--- config.mk ---
export PLATFORM = sky130hd
export DESIGN_NAME = scrolling_text_marquee_top
export DESIGN_NICKNAME = d
export VERILOG_FILES = /design/src/rtl/stm_pkg.sv /design/src/rtl/scrolling_text_marquee_top.sv /design/src/rtl/stm_ctrl.sv /design/src/rtl/stm_dp.sv
export VERILOG_INCLUDE_DIRS = /design/src /design/src/rtl
export SDC_FILE = /design/constraint.sdc
export NUM_CORES = 1
export LEC_CHECK = 0
export BUFFER_PORTS_ARGS = -buffer_cell sky130_fd_sc_hd__buf_2
export CORE_UTILIZATION = 65
export CTS_CLUSTER_SIZE = 30
export DETAILED_ROUTE_END_ITERATION = 8
export PLACE_DENSITY = 0.86
export SYNTH_ARGS = -nofsm -noshare
export SYNTH_HDL_FRONTEND = slang
export SYNTH_SLANG_ARGS = --single-unit
export TNS_END_PERCENT = 30
--- constraint.sdc ---
create_clock -name clk_i -period 10 [get_ports clk_i]
set_input_delay 0 -clock clk_i [delete_from_list [all_inputs] [get_ports clk_i]]
set_output_delay 0 -clock clk_i [all_outputs]
set_load 0.02 [all_outputs]
--- src/rtl/assert_macros.svh ---
// Assertion macros shared by the marquee RTL.
`ifndef ASSERT_MACROS_SVH
`define ASSERT_MACROS_SVH

`ifndef SYNTHESIS
// Clocked property check, disabled while reset is low.
`define ASSERT_CLK(lbl, prop) \
  lbl: assert property (@(posedge clk_i) disable iff (!rst_ni) (prop)) \
    else $error("marquee assertion failed");
// Expression that must never be true at a clock edge.
`define ASSERT_NEVER(lbl, expr) \
  `ASSERT_CLK(lbl, !(expr))
`else
`define ASSERT_CLK(lbl, prop)
`define ASSERT_NEVER(lbl, expr)
`endif

`endif

--- src/rtl/stm_pkg.sv ---
// Types and constants shared by the marquee controller and datapath.
package stm_pkg;

  localparam logic [7:0] CR_CODE    = 8'h0d;
  localparam logic [7:0] SPACE_CODE = 8'h20;
  localparam logic [7:0] NUL_CODE   = 8'h00;
  localparam int unsigned BLANK_LEN = 8;

  typedef enum logic [1:0] {
    ST_IDLE,
    ST_BLANK,
    ST_SHOW
  } state_e;

  // Commands from controller to datapath
  typedef struct packed {
    logic wr_char;    // store typed character
    logic cr;         // take typed text as show text
    logic clr_cnt;    // restart the word counter
    logic load_blank; // load a space into the output register
    logic load_show;  // load a show character into the output register
    logic rotate;     // rotate show text left by one
  } cmd_t;

  // Status from datapath to controller
  typedef struct packed {
    logic scroll;     // a carriage return has been seen
    logic out_free;   // output register can take a word this cycle
    logic blank_end;  // current blank word is the last one
    logic show_end;   // current show word is the last one
  } sts_t;

endpackage

--- src/rtl/scrolling_text_marquee_top.sv ---
// Scrolling text marquee: a typed character is stored in the typing bank.
// A carriage return swaps the banks, then 8 blank words follow at one per
// cycle unless the output stalls. A tick shows each character (up to
// MAX_CHARS), paced by the single read port of the text buffer; the output
// register lets the next item enter while the final word waits.
// Reset clears control state only; text buffers hold no reset value.
module scrolling_text_marquee_top #(
  parameter int MAX_CHARS = 32
) (
  input  logic       clk_i,
  input  logic       rst_ni,
  input  logic       s_axis_tvalid,
  output logic       s_axis_tready,
  input  logic [7:0] s_axis_tdata,  // [7:0] char_in
  input  logic       s_axis_tuser,  // [0] kind
  output logic       m_axis_tvalid,
  input  logic       m_axis_tready,
  output logic [7:0] m_axis_tdata,  // [7:0] char_out
  output logic       m_axis_tlast,
  output logic       m_axis_tuser   // [0] empty_res
);
  import stm_pkg::*;

  cmd_t cmd;
  sts_t sts;

  stm_ctrl u_ctrl (
    .clk_i     (clk_i),
    .rst_ni    (rst_ni),
    .s_valid_i (s_axis_tvalid),
    .s_kind_i  (s_axis_tuser),
    .s_char_i  (s_axis_tdata),
    .s_ready_o (s_axis_tready),
    .sts_i     (sts),
    .cmd_o     (cmd)
  );

  stm_dp #(
    .MAX_CHARS (MAX_CHARS)
  ) u_dp (
    .clk_i     (clk_i),
    .rst_ni    (rst_ni),
    .cmd_i     (cmd),
    .sts_o     (sts),
    .char_i    (s_axis_tdata),
    .m_valid_o (m_axis_tvalid),
    .m_ready_i (m_axis_tready),
    .m_char_o  (m_axis_tdata),
    .m_last_o  (m_axis_tlast),
    .m_empty_o (m_axis_tuser)
  );

  // Checks
  logic cr_acc;
  logic empty_ok;

  assign cr_acc   = s_axis_tvalid && s_axis_tready && !s_axis_tuser &&
                    (s_axis_tdata == CR_CODE);
  assign empty_ok = m_axis_tlast && (m_axis_tdata == NUL_CODE);

`include "assert_macros.svh"

  `ASSERT_CLK(a_empty_is_last, m_axis_tvalid && m_axis_tuser |-> empty_ok)
  `ASSERT_CLK(a_cr_busy, cr_acc |=> !s_axis_tready)
  `ASSERT_NEVER(a_one_load, cmd.load_blank && cmd.load_show)

endmodule

--- src/rtl/stm_ctrl.sv ---
// Controller state machine of the marquee: item decode and word sequencing.
module stm_ctrl (
  input  logic          clk_i,
  input  logic          rst_ni,
  input  logic          s_valid_i,
  input  logic          s_kind_i,
  input  logic [7:0]    s_char_i,
  output logic          s_ready_o,
  input  stm_pkg::sts_t sts_i,
  output stm_pkg::cmd_t cmd_o
);
  import stm_pkg::*;

  state_e state_q, state_d;

  // State register
  always_ff @(posedge clk_i or negedge rst_ni) begin
    if (!rst_ni) begin
      state_q <= ST_IDLE;
    end else begin
      state_q <= state_d;
    end
  end

  // Next state and commands
  always_comb begin
    state_d   = state_q;
    cmd_o     = '0;
    s_ready_o = 1'b0;
    case (state_q)
      ST_IDLE: begin
        s_ready_o = 1'b1;
        if (s_valid_i) begin
          if (!s_kind_i) begin
            if (s_char_i == CR_CODE) begin
              cmd_o.cr      = 1'b1;
              cmd_o.clr_cnt = 1'b1;
              state_d       = ST_BLANK;
            end else begin
              cmd_o.wr_char = 1'b1;
            end
          end else if (sts_i.scroll) begin
            cmd_o.clr_cnt = 1'b1;
            state_d       = ST_SHOW;
          end
        end
      end
      ST_BLANK: begin
        if (sts_i.out_free) begin
          cmd_o.load_blank = 1'b1;
          if (sts_i.blank_end) begin
            state_d = ST_IDLE;
          end
        end
      end
      ST_SHOW: begin
        if (sts_i.out_free) begin
          cmd_o.load_show = 1'b1;
          if (sts_i.show_end) begin
            cmd_o.rotate = 1'b1;
            state_d      = ST_IDLE;
          end
        end
      end
      default: begin
        state_d = ST_IDLE;
      end
    endcase
  end

endmodule

--- src/rtl/stm_dp.sv ---
// Datapath of the marquee: text buffers, counters and output word register.
module stm_dp #(
  parameter int MAX_CHARS = 32
) (
  input  logic          clk_i,
  input  logic          rst_ni,
  input  stm_pkg::cmd_t cmd_i,
  output stm_pkg::sts_t sts_o,
  input  logic [7:0]    char_i,
  output logic          m_valid_o,
  input  logic          m_ready_i,
  output logic [7:0]    m_char_o,
  output logic          m_last_o,
  output logic          m_empty_o
);
  import stm_pkg::*;

  localparam int IW    = $clog2(MAX_CHARS);
  localparam int LW    = $clog2(MAX_CHARS + 1);
  localparam int CW    = (LW > 3) ? LW : 3;
  localparam int AW    = IW + 1;
  localparam int DEPTH = 2 ** AW;

  // Two banks: one holds the show text, the other takes typing
  logic [7:0] mem [DEPTH];

  logic          bank_q;
  logic [LW-1:0] typed_cnt_q;
  logic          zero_seen_q;
  logic [LW-1:0] zero_pos_q;
  logic [LW-1:0] show_len_q;
  logic [LW-1:0] rot_q;
  logic          scroll_q;
  logic [CW-1:0] cnt_q;
  logic          out_valid_q;
  logic [7:0]    out_char_q;
  logic          out_last_q;
  logic          out_empty_q;

  logic          typed_full;
  logic [LW-1:0] wr_pos;
  logic [AW-1:0] wr_addr;
  logic [LW:0]   rd_sum;
  logic [LW:0]   rd_wrap;
  logic [AW-1:0] rd_addr;
  logic          show_empty;
  logic          show_last;
  logic [LW:0]   rot_inc;
  logic          load;

  assign typed_full = (typed_cnt_q == LW'(MAX_CHARS));
  assign wr_pos     = typed_full ? '0 : typed_cnt_q;
  assign wr_addr    = {~bank_q, wr_pos[IW-1:0]};

  // Rotated read index: (rot + cnt) mod len, both below len
  assign rd_sum  = {1'b0, rot_q} + (LW+1)'(cnt_q);
  assign rd_wrap = (rd_sum >= {1'b0, show_len_q}) ? (rd_sum - {1'b0, show_len_q}) : rd_sum;
  assign rd_addr = {bank_q, rd_wrap[IW-1:0]};

  assign show_empty = (show_len_q == '0);
  assign show_last  = show_empty ||
                      (({1'b0, cnt_q} + (CW+1)'(1)) == (CW+1)'(show_len_q));
  assign rot_inc    = {1'b0, rot_q} + (LW+1)'(1);
  assign load       = cmd_i.load_blank | cmd_i.load_show;

  assign sts_o.scroll    = scroll_q;
  assign sts_o.out_free  = !out_valid_q || m_ready_i;
  assign sts_o.blank_end = (cnt_q == CW'(BLANK_LEN - 1));
  assign sts_o.show_end  = show_last;

  // Typing, show text and rotation state
  always_ff @(posedge clk_i or negedge rst_ni) begin
    if (!rst_ni) begin
      bank_q      <= 1'b0;
      typed_cnt_q <= '0;
      zero_seen_q <= 1'b0;
      zero_pos_q  <= '0;
      show_len_q  <= '0;
      rot_q       <= '0;
      scroll_q    <= 1'b0;
    end else begin
      if (cmd_i.wr_char) begin
        typed_cnt_q <= wr_pos + LW'(1);
        if ((char_i == NUL_CODE) && (!zero_seen_q || typed_full)) begin
          zero_seen_q <= 1'b1;
          zero_pos_q  <= wr_pos;
        end else if (typed_full) begin
          zero_seen_q <= 1'b0;
        end
      end
      if (cmd_i.cr) begin
        show_len_q  <= zero_seen_q ? zero_pos_q : typed_cnt_q;
        typed_cnt_q <= '0;
        zero_seen_q <= 1'b0;
        bank_q      <= ~bank_q;
        rot_q       <= '0;
        scroll_q    <= 1'b1;
      end
      if (cmd_i.rotate && (show_len_q > LW'(1))) begin
        rot_q <= (rot_inc == {1'b0, show_len_q}) ? '0 : rot_inc[LW-1:0];
      end
    end
  end

  // Word counter within one message
  always_ff @(posedge clk_i or negedge rst_ni) begin
    if (!rst_ni) begin
      cnt_q <= '0;
    end else if (cmd_i.clr_cnt) begin
      cnt_q <= '0;
    end else if (load) begin
      cnt_q <= cnt_q + CW'(1);
    end
  end

  // Buffer write port
  always_ff @(posedge clk_i) begin
    if (cmd_i.wr_char) begin
      mem[wr_addr] <= char_i;
    end
  end

  // Output register doubles as the buffer read data register
  always_ff @(posedge clk_i) begin
    if (cmd_i.load_blank) begin
      out_char_q  <= SPACE_CODE;
      out_last_q  <= sts_o.blank_end;
      out_empty_q <= 1'b0;
    end else if (cmd_i.load_show) begin
      out_char_q  <= show_empty ? NUL_CODE : mem[rd_addr];
      out_last_q  <= show_last;
      out_empty_q <= show_empty;
    end
  end

  always_ff @(posedge clk_i or negedge rst_ni) begin
    if (!rst_ni) begin
      out_valid_q <= 1'b0;
    end else if (load) begin
      out_valid_q <= 1'b1;
    end else if (m_ready_i) begin
      out_valid_q <= 1'b0;
    end
  end

  assign m_valid_o = out_valid_q;
  assign m_char_o  = out_char_q;
  assign m_last_o  = out_last_q;
  assign m_empty_o = out_empty_q;

endmodule
==> summary.md <==
| Metric | Value |
|---|---|
| Via-per-instance ratio | `6.89` |
| Rel. slew slack | `18.3%` |
| Synthesized area per cell | `12.8 um^2` |
| Vias in the first global route | `15,500` |
| Pre-CTS setup slack | `3.83 ns` |
| Row count | `69` |
| Buf+Inv Stages, Crit Path | `3` |
| # diodes | `0` |
| Delay-heaviest family, CP | `compound AO/OA/AOI/OAI gates` |
| # resized after CTS | `0` |
| Crit path DAT | `6.80 ns` |
| TritonCTS clock tree | `yes` |
| Number of buffers added on ports | `24` |
| CP peak stage delay | `0.91 ns` |
| H-tree level count | `2` |
| Max cap viols | `0` |
| Ratio of cells with drive above 1 in the final layout | `7.74%` |
| Flops & latches, synth | `558` |
| Clk buf depth | `3` |
| Cells after Synth | `1,844` |
| Post-synth top flop | `edfxtp_1` |
| GRT Total Usage | `33.9%` |
| Clock sink count | `558` |
| Worst-Skew Late Latency | `0.62 ns` |
| Detailed-router iteration count before antenna repair | `8` |
| Seq/Total Area, Yosys | `69.9%` |
| Async set or reset register ratio after synthesis | `6.45%` |
| Largest net degree at the start of global routing | `90` |
| # DRC | `6` |
| Placed wire-length estimate | `37.8 mm` |
| Die height | `192 um` |
| Core area | `35,700 um^2` |
| FILL cells | `2,136` |
| Setup_tns | `0 ns` |
| Hold crit path type | `input pin to asynchronous set/reset pin` |
| Most frequent cells after synthesis | `edfxtp_1, nand2_1, nand3_1, nor2_1, mux2i_1` |
| Die area | `37,000 um^2` |
| # nets final | `1,889` |
| CP cell instances | `ha_1, inv_1, fa_1, xor2_1, inv_1, ha_1, and4_1, nor3_2, a21o_2, a211o_4, buf_4, mux2i_1, a32oi_1, nand4_1, a41oi_1, or4_1` |
| Count leader, synth | `edfxtp_1` |
| Final Setup Violations | `0` |
| Gpl congestion | `0.946` |
| Critical path's slowest cell | `buf_4` |
| Cts bufs inserted | `52` |
| Antenna Nets Post-Route | `0` |
| Peak Freq | `158 MHz` |
| Synth area leaders | `edfxtp_1, nand2_1, dfrtp_1` |
| YS warnings | `0` |
| Min setup slack post-route | `3.69 ns` |
| DR WL/cell | `26.0 um` |
| Slew Viols, Final | `0` |
| Routed wire length | `61.3 mm` |
| Violated checks | `DRC` |
| Syn-to-layout area delta | `9.46%` |
| Leading area contributor after synthesis | `edfxtp_1` |
| Final Hold Viols | `0` |
| Gr ovfl total | `0` |
| First-pass GRT wire length | `91.5 mm` |
| RSZ-0062 raised after global routing | `false` |
| CTS Root Cell | `clkbuf_16` |
| Initial antenna violation count | `0` |
| Critical path class | `flip-flop to flip-flop` |
| EDFF count, synth | `513` |
| Clock slew at reported path FFs | `0.06 ns` |
| Die width | `192 um` |
| Io pins | `25` |
| DR vias | `16,300` |
| Yosys top cell area share | `65.3%` |
| Starting Density | `66.1%` |
| CP startpoint kind | `flip-flop` |
| Min Tclk post-route | `6.31 ns` |
| Setup crit end kind | `flip-flop` |
| Worst-margin pin slew | `1.23 ns` |
| Initial drt markers | `2,412` |
| Critical path required time | `10.48 ns` |
| Worst-path fanout max | `89` |
| Status | `finished, violations left` |
| Mapped Nets | `1,875` |
| Synth cell types | `76` |
| Synth Cell Area | `23,600 um^2` |
| Final period util | `63.1%` |
| Clock skew | `0.0437 ns` |
==> state kept, by name, indices dropped and copies added (netlist names), 2 cells and up <==
register	cells
u_dp.mem	512
u_dp.m_char_o	8
u_dp.cnt_q	6
u_dp.rot_q	6
u_dp.show_len_q	6
u_dp.typed_cnt_q	6
u_dp.zero_pos_q	6
u_ctrl.state_q	2
==> logic make-up after synthesis <==
logic type / count (synthesis) / share of synthesized area (%)
flip-flops: 558 / 69.9
multiplexers: 72 / 3.24
XOR/XNOR: 27 / 1.00
AND/OR/NAND/NOR: 799 / 15.0
adder cells (fa/ha/maj): 18 / 1.02
buffers and inverters: 132 / 2.61
AO/OA/AOI/OAI: 238 / 7.26
==> per-stage QoR <==
step                      instance area (um^2)  util (%)  instances  hold slack (ns)
final                                    25800      72.4       2361           0.0369
after global routing                     25800      72.4       2361            0.125
after CTS                                25800      72.4       2361           0.0511
after detailed placement                 24000      67.3       2254            0.131
after global placement                   24000      67.3       2254            0.119
after floorplan                          23600         -       1844           -0.296
==> layout make-up <==
type                    instances  area, um^2  share of cell area [%]
clock buffers                  66        1390                    5.37
clock inverters                30         315                    1.22
inverters                      31         116                   0.451
multi-input cells            1154        6500                    25.2
flip-flops and latches        558       16500                    63.9
well taps                     461         577                    2.23
repair buffers                 61         425                    1.65
==> timing repair <==
action	in CTS	in global routing
buffers inserted	0	0
hold buffers	11	0
hold endpoints to repair	152	0
==> cells in the final DEF, fill, tap and decap left out, types with 10 or more instances in the layout <==
cell type / count
a21oi_1: 47
nor2_1: 102
nand3_1: 175
buf_2: 24
nand2_1: 404
xor2_1: 10
nand4_1: 47
o21ai_1: 13
xnor2_1: 17
clkbuf_16: 53
buf_4: 26
o21ai_0: 33
dlygate4sd3_1: 11
edfxtp_1: 513
dfrtp_1: 36
a31oi_1: 27
a221o_1: 12
inv_1: 31
ha_1: 16
clkbuf_1: 12
mux2i_1: 65
a2111oi_0: 14
clkinv_1: 15
nor3_1: 14
==> final timing paths <==
check,from,slack [ns],end,cells after the start
setup / recovery,u_dp.cnt_q[0]$_DFFE_PN0P_,3.69,u_dp.m_char_o[3]$_SDFFE_PP0P_,16
hold / removal,rst_ni,0.04,u_dp.rot_q[4]$_DFFE_PN0P_,2
setup reg to reg,u_dp.cnt_q[0]$_DFFE_PN0P_,3.69,u_dp.m_char_o[3]$_SDFFE_PP0P_,16
hold reg to reg,u_dp.zero_pos_q[1]$_DFFE_PN0P_,0.47,u_dp.zero_pos_q[1]$_DFFE_PN0P_,2
max in group asynchronous,rst_ni,9.45,u_dp.zero_pos_q[4]$_DFFE_PN0P_,2
min in group clk_i,s_axis_tdata[3],0.10,u_dp.typed_cnt_q[0]$_DFFE_PN0P_,4
==> routing by layer <==
layer	wire length, um	GRT usage (%)
met2	28800	53.3
met5	0	0
met1	21800	45.9
met3	7890	7.07
met4	2880	15.7
Power is not shown: default switching activity piles up to over one toggle a cycle in this logic, so the estimate is an artifact.
